<file path="src/hw/rtl/tctd_pkg.sv">
// Shared constants, record type and state encodings for the contact delta tracker.
package tctd_pkg;

    // Finger slots tracked and coordinate resolution
    localparam int MAX_FINGERS = 5;
    localparam int COORD_BITS  = 16;

    // Coordinates arrive as 16-bit fields, so at most 16 bits are kept
    localparam int CW         = (COORD_BITS < 16) ? COORD_BITS : 16;
    localparam int FW         = (MAX_FINGERS > 1) ? $clog2(MAX_FINGERS) : 1;

    // Square root datapath: radicand width (even) and one step per result bit
    localparam int SQ_W       = 2 * CW + 2;
    localparam int ROOT_STEPS = CW + 1;
    localparam int STEP_W     = $clog2(ROOT_STEPS + 1);

    // Record queue between front and back (power of two)
    localparam int QUEUE_DEPTH = 2;
    localparam int QPTR_W      = (QUEUE_DEPTH > 1) ? $clog2(QUEUE_DEPTH) : 1;
    localparam int QCNT_W      = $clog2(QUEUE_DEPTH + 1);

    // Stream widths
    localparam int IN_TDATA_W  = 64;
    localparam int OUT_TDATA_W = 120;

    // One record request handed from front to back
    typedef struct packed {
        logic [2:0]    finger_index;
        logic          tracked;
        logic          contact_down;
        logic [15:0]   start_x;
        logic [15:0]   start_y;
        logic [16:0]   delta_x;
        logic [16:0]   delta_y;
        logic [15:0]   start_stamp;
        logic [15:0]   elapsed;
        logic [CW-1:0] abs_x;
        logic [CW-1:0] abs_y;
        logic          record_last;
        logic          gesture_over;
    } rec_job_t;

    typedef enum logic [0:0] {
        F_IDLE,
        F_EMIT
    } front_state_t;

    typedef enum logic [2:0] {
        B_IDLE,
        B_SQX,
        B_SQY,
        B_ROOT,
        B_OUT
    } back_state_t;

endpackage

</file>
<file path="src/hw/rtl/tctd_front.sv">
// Front end: takes contact slots, keeps finger state, queues one record request per finger.
module tctd_front
    import tctd_pkg::*;
(
    input  logic          clk,
    input  logic          rst_n,
    input  logic          in_valid,
    output logic          in_ready,
    input  logic          in_conf,
    input  logic          in_tip,
    input  logic [7:0]    in_id,
    input  logic [15:0]   in_x,
    input  logic [15:0]   in_y,
    input  logic [15:0]   in_stamp,
    input  logic          in_last,
    output logic          push,
    output rec_job_t      job,
    input  logic          q_full
);

    front_state_t  state_reg, state_next;
    logic [FW-1:0] emit_idx_reg;
    logic          flag_reg    [MAX_FINGERS];
    logic [CW-1:0] org_x_reg   [MAX_FINGERS];
    logic [CW-1:0] org_y_reg   [MAX_FINGERS];
    logic [15:0]   org_st_reg  [MAX_FINGERS];
    logic [CW-1:0] cur_x_reg   [MAX_FINGERS];
    logic [CW-1:0] cur_y_reg   [MAX_FINGERS];
    logic          cur_tip_reg [MAX_FINGERS];
    logic          stopped_reg;
    logic          any_tip_reg;
    logic [15:0]   frame_stamp_reg;

    logic          in_fire;
    logic          slot_take;
    logic [FW-1:0] slot_sel;
    logic          emit_done;

    assign in_fire   = in_valid && in_ready;
    assign slot_take = in_fire && !stopped_reg && in_conf && (in_id < 8'(MAX_FINGERS));
    assign slot_sel  = in_id[FW-1:0];
    assign emit_done = push && (emit_idx_reg == FW'(MAX_FINGERS - 1));

    // Next state
    always_comb
    begin
        state_next = state_reg;
        unique case (state_reg)
            F_IDLE:
            begin
                if (in_fire && in_last)
                    state_next = F_EMIT;
            end
            F_EMIT:
            begin
                if (emit_done)
                    state_next = F_IDLE;
            end
            default: state_next = F_IDLE;
        endcase
    end

    // Handshake outputs
    always_comb
    begin
        in_ready = 1'b0;
        push     = 1'b0;
        unique case (state_reg)
            F_IDLE:  in_ready = 1'b1;
            F_EMIT:  push     = !q_full;
            default: ;
        endcase
    end

    // Control state and per-frame contact values
    always_ff @(posedge clk or negedge rst_n)
    begin
        if (!rst_n)
        begin
            state_reg    <= F_IDLE;
            emit_idx_reg <= '0;
            stopped_reg  <= 1'b0;
            any_tip_reg  <= 1'b0;
            for (int f = 0; f < MAX_FINGERS; f++)
            begin
                flag_reg[f]    <= 1'b0;
                cur_x_reg[f]   <= '0;
                cur_y_reg[f]   <= '0;
                cur_tip_reg[f] <= 1'b0;
            end
        end
        else
        begin
            state_reg <= state_next;
            if ((in_fire && in_last) || emit_done)
                emit_idx_reg <= '0;
            else if (push)
                emit_idx_reg <= emit_idx_reg + 1'b1;

            if (in_fire)
            begin
                if (in_tip)
                    any_tip_reg <= 1'b1;
                if (!stopped_reg && !in_conf)
                    stopped_reg <= 1'b1;
                for (int f = 0; f < MAX_FINGERS; f++)
                begin
                    if (slot_take && slot_sel == FW'(f))
                    begin
                        cur_x_reg[f]   <= in_x[CW-1:0];
                        cur_y_reg[f]   <= in_y[CW-1:0];
                        cur_tip_reg[f] <= in_tip;
                        flag_reg[f]    <= 1'b1;
                    end
                end
            end

            // End of frame: drop lifted fingers, clear all on a tipless frame
            if (emit_done)
            begin
                stopped_reg <= 1'b0;
                any_tip_reg <= 1'b0;
                for (int f = 0; f < MAX_FINGERS; f++)
                begin
                    flag_reg[f]    <= flag_reg[f] & cur_tip_reg[f] & any_tip_reg;
                    cur_x_reg[f]   <= '0;
                    cur_y_reg[f]   <= '0;
                    cur_tip_reg[f] <= 1'b0;
                end
            end
        end
    end

    // Start position and stamp latch on first sighting
    always_ff @(posedge clk)
    begin
        if (in_fire && in_last)
            frame_stamp_reg <= in_stamp;
        for (int f = 0; f < MAX_FINGERS; f++)
        begin
            if (slot_take && slot_sel == FW'(f) && !flag_reg[f])
            begin
                org_x_reg[f]  <= in_x[CW-1:0];
                org_y_reg[f]  <= in_y[CW-1:0];
                org_st_reg[f] <= in_stamp;
            end
        end
    end

    // Record request for the finger under emission
    always_comb
    begin
        logic [CW-1:0] cx, cy, ox, oy;
        logic [CW:0]   dxw, dyw;
        cx  = cur_x_reg[emit_idx_reg];
        cy  = cur_y_reg[emit_idx_reg];
        ox  = org_x_reg[emit_idx_reg];
        oy  = org_y_reg[emit_idx_reg];
        dxw = {1'b0, cx} - {1'b0, ox};
        dyw = {1'b0, cy} - {1'b0, oy};

        job              = '0;
        job.finger_index = 3'(emit_idx_reg);
        job.record_last  = (emit_idx_reg == FW'(MAX_FINGERS - 1));
        job.gesture_over = !any_tip_reg;
        if (flag_reg[emit_idx_reg])
        begin
            job.tracked      = 1'b1;
            job.contact_down = cur_tip_reg[emit_idx_reg];
            job.start_x      = 16'(ox);
            job.start_y      = 16'(oy);
            job.delta_x      = 17'(dxw);
            job.delta_y      = 17'(dyw);
            job.start_stamp  = org_st_reg[emit_idx_reg];
            job.elapsed      = frame_stamp_reg - org_st_reg[emit_idx_reg];
            job.abs_x        = (cx >= ox) ? (cx - ox) : (ox - cx);
            job.abs_y        = (cy >= oy) ? (cy - oy) : (oy - cy);
        end
    end

    // Closing slot starts emission from finger zero
    a_last_starts_emit: assert property (@(posedge clk) disable iff (!rst_n)
        in_fire && in_last |=> state_reg == F_EMIT && emit_idx_reg == '0)
        else $error("frame close did not start record emission");

    // Frame flags are clear once the records are out
    a_frame_cleared: assert property (@(posedge clk) disable iff (!rst_n)
        emit_done |=> !any_tip_reg && !stopped_reg && state_reg == F_IDLE)
        else $error("per-frame state not cleared after emission");

endmodule

</file>
<file path="src/hw/rtl/tctd_queue.sv">
// Short record queue between front and back.
module tctd_queue
    import tctd_pkg::*;
(
    input  logic     clk,
    input  logic     rst_n,
    input  logic     push,
    input  rec_job_t job_in,
    output logic     full,
    input  logic     pop,
    output rec_job_t job_out,
    output logic     empty
);

    rec_job_t          entry_reg [QUEUE_DEPTH];
    logic [QPTR_W-1:0] wr_ptr_reg;
    logic [QPTR_W-1:0] rd_ptr_reg;
    logic [QCNT_W-1:0] count_reg;

    assign full    = (count_reg == QCNT_W'(QUEUE_DEPTH));
    assign empty   = (count_reg == '0);
    assign job_out = entry_reg[rd_ptr_reg];

    // Pointers and fill level
    always_ff @(posedge clk or negedge rst_n)
    begin
        if (!rst_n)
        begin
            wr_ptr_reg <= '0;
            rd_ptr_reg <= '0;
            count_reg  <= '0;
        end
        else
        begin
            if (push)
                wr_ptr_reg <= wr_ptr_reg + 1'b1;
            if (pop)
                rd_ptr_reg <= rd_ptr_reg + 1'b1;
            if (push && !pop)
                count_reg <= count_reg + 1'b1;
            else if (pop && !push)
                count_reg <= count_reg - 1'b1;
        end
    end

    // Entry storage
    always_ff @(posedge clk)
    begin
        if (push)
            entry_reg[wr_ptr_reg] <= job_in;
    end

    a_no_underflow: assert property (@(posedge clk) disable iff (!rst_n)
        pop |-> count_reg != '0)
        else $error("record queue read while empty");

    a_no_overflow: assert property (@(posedge clk) disable iff (!rst_n)
        push && !pop && full |=> 1'b0)
        else $error("record queue written while full");

endmodule

</file>
<file path="src/hw/rtl/tctd_back.sv">
// Back end: squares the deltas, runs the bit-pair square root, holds the output record.
module tctd_back
    import tctd_pkg::*;
(
    input  logic                   clk,
    input  logic                   rst_n,
    output logic                   pop,
    input  rec_job_t               job_in,
    input  logic                   empty,
    output logic                   out_valid,
    input  logic                   out_ready,
    output logic [OUT_TDATA_W-1:0] out_data,
    output logic                   out_last,
    output logic                   out_user
);

    back_state_t            state_reg, state_next;
    rec_job_t               job_reg;
    logic [SQ_W-1:0]        rem_reg;
    logic [SQ_W-1:0]        root_reg;
    logic [SQ_W-1:0]        bit_reg;
    logic [STEP_W-1:0]      step_reg;
    logic                   out_valid_reg;
    logic [OUT_TDATA_W-1:0] out_data_reg;
    logic                   out_last_reg;
    logic                   out_user_reg;
    logic [16:0]            dist_reg;

    logic [CW-1:0]          mul_a;
    logic [2*CW-1:0]        mul_p;
    logic [SQ_W-1:0]        trial;
    logic                   take;
    logic [SQ_W-1:0]        root_step;
    logic                   root_done;
    logic                   load_out;

    // Shared squarer
    assign mul_a = (state_reg == B_SQX) ? job_reg.abs_x : job_reg.abs_y;
    assign mul_p = mul_a * mul_a;

    // One root bit per cycle
    assign trial     = root_reg + bit_reg;
    assign take      = (rem_reg >= trial);
    assign root_step = take ? ((root_reg >> 1) + bit_reg) : (root_reg >> 1);
    assign root_done = (step_reg == STEP_W'(ROOT_STEPS - 1));

    // Next state
    always_comb
    begin
        state_next = state_reg;
        unique case (state_reg)
            B_IDLE:
            begin
                if (!empty)
                    state_next = B_SQX;
            end
            B_SQX:  state_next = B_SQY;
            B_SQY:  state_next = B_ROOT;
            B_ROOT:
            begin
                if (root_done)
                    state_next = B_OUT;
            end
            B_OUT:
            begin
                if (out_ready)
                    state_next = B_IDLE;
            end
            default: state_next = B_IDLE;
        endcase
    end

    // Control outputs
    always_comb
    begin
        pop      = 1'b0;
        load_out = 1'b0;
        unique case (state_reg)
            B_IDLE:  pop      = !empty;
            B_ROOT:  load_out = root_done;
            default: ;
        endcase
    end

    // Control registers
    always_ff @(posedge clk or negedge rst_n)
    begin
        if (!rst_n)
        begin
            state_reg     <= B_IDLE;
            step_reg      <= '0;
            out_valid_reg <= 1'b0;
        end
        else
        begin
            state_reg <= state_next;
            if (state_reg == B_SQY)
                step_reg <= '0;
            else if (state_reg == B_ROOT)
                step_reg <= step_reg + 1'b1;

            if (load_out)
                out_valid_reg <= 1'b1;
            else if (out_valid_reg && out_ready)
                out_valid_reg <= 1'b0;
        end
    end

    // Datapath registers
    always_ff @(posedge clk)
    begin
        if (pop)
            job_reg <= job_in;
        unique case (state_reg)
            B_SQX:
            begin
                rem_reg <= SQ_W'(mul_p);
            end
            B_SQY:
            begin
                rem_reg  <= rem_reg + SQ_W'(mul_p);
                root_reg <= '0;
                bit_reg  <= {2'b01, {(SQ_W - 2){1'b0}}};
            end
            B_ROOT:
            begin
                if (take)
                    rem_reg <= rem_reg - trial;
                root_reg <= root_step;
                bit_reg  <= bit_reg >> 2;
            end
            default: ;
        endcase
        if (load_out)
        begin
            dist_reg     <= 17'(root_step);
            out_data_reg <= {17'(root_step), job_reg.elapsed, job_reg.start_stamp,
                             job_reg.delta_y, job_reg.delta_x, job_reg.start_y,
                             job_reg.start_x, job_reg.contact_down, job_reg.tracked,
                             job_reg.finger_index};
            out_last_reg <= job_reg.record_last;
            out_user_reg <= job_reg.gesture_over;
        end
    end

    assign out_valid = out_valid_reg;
    assign out_data  = out_data_reg;
    assign out_last  = out_last_reg;
    assign out_user  = out_user_reg;

    a_step_bound: assert property (@(posedge clk) disable iff (!rst_n)
        state_reg == B_ROOT |-> step_reg < STEP_W'(ROOT_STEPS))
        else $error("root iteration ran past its last bit");

    // Euclidean length never exceeds the Manhattan length
    a_dist_bound: assert property (@(posedge clk) disable iff (!rst_n)
        out_valid_reg |-> 18'(dist_reg) <= 18'(job_reg.abs_x) + 18'(job_reg.abs_y))
        else $error("distance larger than sum of absolute deltas");

endmodule

</file>
<file path="src/hw/rtl/touch_contact_delta_tracker_top.sv">
// Top level of the touchpad contact delta tracker.
//
// Slave stream: one contact slot per request, tlast marks the final slot of a
// frame. Master stream: after the final slot, one record per finger index
// (0 .. 4) in order, tlast on the record of the highest finger, tuser set when
// no slot of the frame showed a tip.
// Slots are taken while the front is idle. The closing slot moves the front
// into emission; it queues the five finger records into a two-entry queue at
// one per cycle while the queue is not full, and takes no slots until all five
// are queued. The back handles one record at a time: pop, squaring of the x
// and y deltas on the shared 16x16 multiplier, the bit-pair square root and
// the output register. The next record is popped only after the held one is
// taken.
// Reset clears finger tracking and frame state; start positions and the frame
// stamp are not cleared as they are only read for tracked fingers.
// When the master side stalls, the held record waits in the output register,
// the queue fills and then the front stops taking slots.
module touch_contact_delta_tracker_top
    import tctd_pkg::*;
(
    input  logic                   clk,
    input  logic                   rst_n,
    input  logic                   s_axis_tvalid,
    output logic                   s_axis_tready,
    // slot_confidence, slot_tip, contact_id, pos_x, pos_y, scan_time, zero pad
    input  logic [IN_TDATA_W-1:0]  s_axis_tdata,
    input  logic                   s_axis_tlast,
    output logic                   m_axis_tvalid,
    input  logic                   m_axis_tready,
    // finger_index, tracked, contact_down, start_x, start_y, delta_x, delta_y,
    // start_stamp, elapsed, distance
    output logic [OUT_TDATA_W-1:0] m_axis_tdata,
    output logic                   m_axis_tlast,
    // gesture_over
    output logic                   m_axis_tuser
);

    rec_job_t push_job;
    rec_job_t pop_job;
    logic     push;
    logic     pop;
    logic     q_full;
    logic     q_empty;

    tctd_front u_front (
        .clk      (clk),
        .rst_n    (rst_n),
        .in_valid (s_axis_tvalid),
        .in_ready (s_axis_tready),
        .in_conf  (s_axis_tdata[0]),
        .in_tip   (s_axis_tdata[1]),
        .in_id    (s_axis_tdata[9:2]),
        .in_x     (s_axis_tdata[25:10]),
        .in_y     (s_axis_tdata[41:26]),
        .in_stamp (s_axis_tdata[57:42]),
        .in_last  (s_axis_tlast),
        .push     (push),
        .job      (push_job),
        .q_full   (q_full)
    );

    tctd_queue u_queue (
        .clk     (clk),
        .rst_n   (rst_n),
        .push    (push),
        .job_in  (push_job),
        .full    (q_full),
        .pop     (pop),
        .job_out (pop_job),
        .empty   (q_empty)
    );

    tctd_back u_back (
        .clk       (clk),
        .rst_n     (rst_n),
        .pop       (pop),
        .job_in    (pop_job),
        .empty     (q_empty),
        .out_valid (m_axis_tvalid),
        .out_ready (m_axis_tready),
        .out_data  (m_axis_tdata),
        .out_last  (m_axis_tlast),
        .out_user  (m_axis_tuser)
    );

endmodule

</file>
<file path="config.mk">
export PLATFORM = sky130hd
export DESIGN_NAME = touch_contact_delta_tracker_top
export DESIGN_NICKNAME = d
export VERILOG_FILES = /design/src/hw/rtl/tctd_pkg.sv /design/src/hw/rtl/tctd_front.sv /design/src/hw/rtl/tctd_queue.sv /design/src/hw/rtl/tctd_back.sv /design/src/hw/rtl/touch_contact_delta_tracker_top.sv
export SDC_FILE = /design/constraint.sdc
export NUM_CORES = 2
export LEC_CHECK = 0
export ABC_AREA = 0
export BUFFER_PORTS_ARGS = -buffer_cell sky130_fd_sc_hd__buf_2
export CAP_MARGIN = 10
export CORE_UTILIZATION = 45
export CTS_CLUSTER_DIAMETER = 50
export DETAILED_ROUTE_END_ITERATION = 16
export PLACE_DENSITY_LB_ADDON = 0.25
export SLEW_MARGIN = 20
export SYNTH_ARGS = -nofsm -noshare
export SYNTH_HDL_FRONTEND = slang
export SYNTH_SLANG_ARGS = --single-unit
</file>
<file path="constraint.sdc">
create_clock -name clk -period 8.5 [get_ports clk]
set_input_delay 0.425 -clock clk [delete_from_list [all_inputs] [get_ports clk]]
set_output_delay 0.425 -clock clk [all_outputs]
set_load 0.1 [all_outputs]
</file>
==> results.md <==
* Status: finished, final reports clean
* Crit end category: flop
* Ranking of synthesized cells by instance count: edfxtp_1, nand2_1, inv_1, nor2_1, ha_1
* FP Rows at 129
* Total routed wirelength at 137 mm
* Largest family of logic cells by synthesized area: adder cells
* Multi-input logic area at 24,400 um^2
* Drt drc at 0
* Clock sinks at 1,057
* Most common cell in the synthesized netlist: edfxtp_1
* Crit Reg-Reg Endpoint: u_back.rem_reg[30]$_DFFE_PP_
* Slew margin rel. at 23.9%
* Req. time, crit path at 8980 ps
* Layout cells sized above 1 at 18.7%
* Synth top area share at 45.9%
* Fraction of registers with async set/reset at 17.9%
* Vias in the first global route at 36,921
* Via Count at 37,345
* Final Setup Violations at 0
* Worst path arrival time at 8830 ps
* Synth area leader: edfxtp_1
* Max reg flops at 270
* RR Startpoint: u_back.state_reg[1]$_DFFE_PN0P_
* WHS Endpoint: u_front.cur_x_reg[75]$_DFFE_PN0P_
* Via density at 5.45
* CTS max path bufs at 3
* HPWL after DPL at 94.3 mm
* Min-Delay Path Class: in2reg
* Synth Area in XOR/XNOR at 2.96%
* Fin cells at 6,849
* Initial antenna violation count at 5
* Multiplexer area fraction after synthesis at 7.79%
* GRT overflow at 0
* Largest net degree at the start of global routing at 129
* RSZ-0062 raised after global routing: yes
* Die Y at 357 um
* Die width at 357 um
* R2R depth at 38
* Main synth FF type: edfxtp_1
* Clock Latency Late Sink at 760 ps
* Placed instance count at 6,549
* Synth Area in Simple Gates at 10.0%
* Cell area after synthesis at 56,800 um^2
* Reg clk slew, reported paths at 60 ps
* Post-synthesis sequential area ratio at 54.2%
* Setup Skew at 90.2 ps
* Avg WL per Cell at 20.0 um
* CP max stage cell: fa_1
* Cell repeated most along the worst path: inv_2
* Syn-to-layout area delta at 16.3%
* Complex-gate fraction of the synthesized area at 9.18%
* Routability cong. at 0.882
* Die footprint at 128,000 um^2
* EDFF count, synth at 868
* Remaining antenna violation count at 0
* Nets at 5,624
* Ant diodes at 0
* Max-Cap Viols at 0
* Tmin final at 8340 ps
* Tcrit/Tclk final at 98.2%
* Post-synthesis adder-cell area fraction at 12.1%
* H-tree depth at 3
* Core footprint at 124,000 um^2
* First-pass GRT wire length at 211 mm
* Register Area at 30,800 um^2
* Syn Nets at 5,238
* Fill count at 10,644
* Crit path kind: reg2reg
* Final Hold Vio Count at 0
* CTS tree: built
* First-pass detailed-route iteration total at 6
* I/O Buffers at 186
* Overall routing resource usage at 21.4%
* Hold path start: s_axis_tdata[21]
* Max frequency at 120 MHz
* Startpoint Class: flop
* WHS Path Cells at 3
* Mapped Cells at 4,721
* Root Buffer: clkbuf_16
* Syn avg cell area at 12.0 um^2
* DR iter-0 viols at 2,717
* TritonCTS buffer count at 118
* Yosys cell types at 87
* Worst-Margin Slew at 1140 ps
* R2R setup slack at 160 ps
* Most area-consuming cells after synthesis: edfxtp_1, dfrtp_1, ha_1
* Synth Warn # at 0
* Crit Path Max Fanout at 8
* Synthesized flop and latch total at 1,057
* CP peak stage delay at 520 ps
* Final Max Tran Viols at 0
* I/O Pins at 193
* Initial core utilization at 45.6%
repair_timing:
item                                   CTS  global route
setup endpoints to repair               11            15
endpoints found under the hold margin  510             0
gates cloned                             0             1
buffers inserted                         0            24
gates resized for setup                 17           107
hold buffers                            50             0
pin swaps                                4            65
worst max path at each step:
stage / start / cells after the start / slack [ps] / endpoint
finish: u_back.state_reg[1]$_DFFE_PN0P_ / 38 / 160 / u_back.rem_reg[30]$_DFFE_PP_
global route: u_back.state_reg[1]$_DFFE_PN0P_ / 35 / -200 / u_back.rem_reg[30]$_DFFE_PP_
CTS: u_back.state_reg[2]$_DFFE_PN0P_ / 36 / 0.4 / u_back.rem_reg[30]$_DFFE_PP_
detailed placement: u_back.state_reg[1]$_DFFE_PN0P_ / 35 / -230 / u_back.rem_reg[26]$_DFFE_PP_
global placement: u_back.state_reg[1]$_DFFE_PN0P_ / 35 / -150 / u_back.rem_reg[26]$_DFFE_PP_
floorplan: u_back.state_reg[1]$_DFFE_PN0P_ / 40 / -70 / u_back.rem_reg[30]$_DFFE_PP_
stage by stage:
stage	worst slack [ps]	instance area [um^2]	hold WS, ps	util (%)	setup TNS, ps
4_1_cts	0.401	65500	0.255	52.6	0
6_report	155	66100	36.9	53.1	0
3_3_place_gp	-145	60800	403	48.8	-585
2_1_floorplan	-73.9	56900	129	-	-73.9
5_1_grt	-203	66100	51.0	53.1	-901
3_5_place_dp	-233	60800	405	48.8	-1640
per-layer routing:
layer / wire, um / up-vias / GRT usage [%]
met4: 2530 / 0 / 5.47
met3: 6880 / 171 / 3.20
met5: 0 / - / 0
met1: 61500 / 18582 / 29.6
li1: - / 17685 / -
met2: 65900 / 907 / 35.1
layout make-up:
type | count | share of cell area [%]
Clock buffer | 141 | 4.71
Clock inverter | 84 | 1.56
Inverter | 357 | 2.05
Multi-Input combinational cell | 3105 | 37.0
Sequential cell | 1057 | 46.6
Tap cell | 1637 | 3.10
Timing Repair Buffer | 468 | 4.98
worst max-delay path: cells and delay by family, from the launching register on:
family                     cells  cell delay [ps]
adders and majority gates      8             3550
AOI/OAI and AO/OA              9             1680
and+or+nand+nor                8             1330
buffers and inverters         11              750
DFF                            1              410
muxes                          1              240
xor gates and xnor gates       1              150
logic make-up after synthesis:
logic type / count (synthesis)
compound gates: 813
fa+ha+maj: 449
simple gates: 1289
xor+xnor: 192
mux: 362
flops: 1057
buf+inv: 559
cell usage in the layout (no fill, tap or decap), types with 50 or more instances in the layout:
cell	instances
mux2i_1	156
edfxtp_1	868
a21o_1	87
nand2_1	535
xor2_1	84
inv_1	333
fa_1	161
dfrtp_1	184
buf_4	218
nor2_1	329
mux2_2	145
xnor2_1	103
o21ai_0	159
dlygate4sd3_1	50
ha_1	276
buf_2	185
a21oi_1	243
nand3_1	119
clkbuf_16	120
nor3_1	52
Power is not shown: default switching activity piles up to over one toggle a cycle in this logic, so the estimate is an artifact.
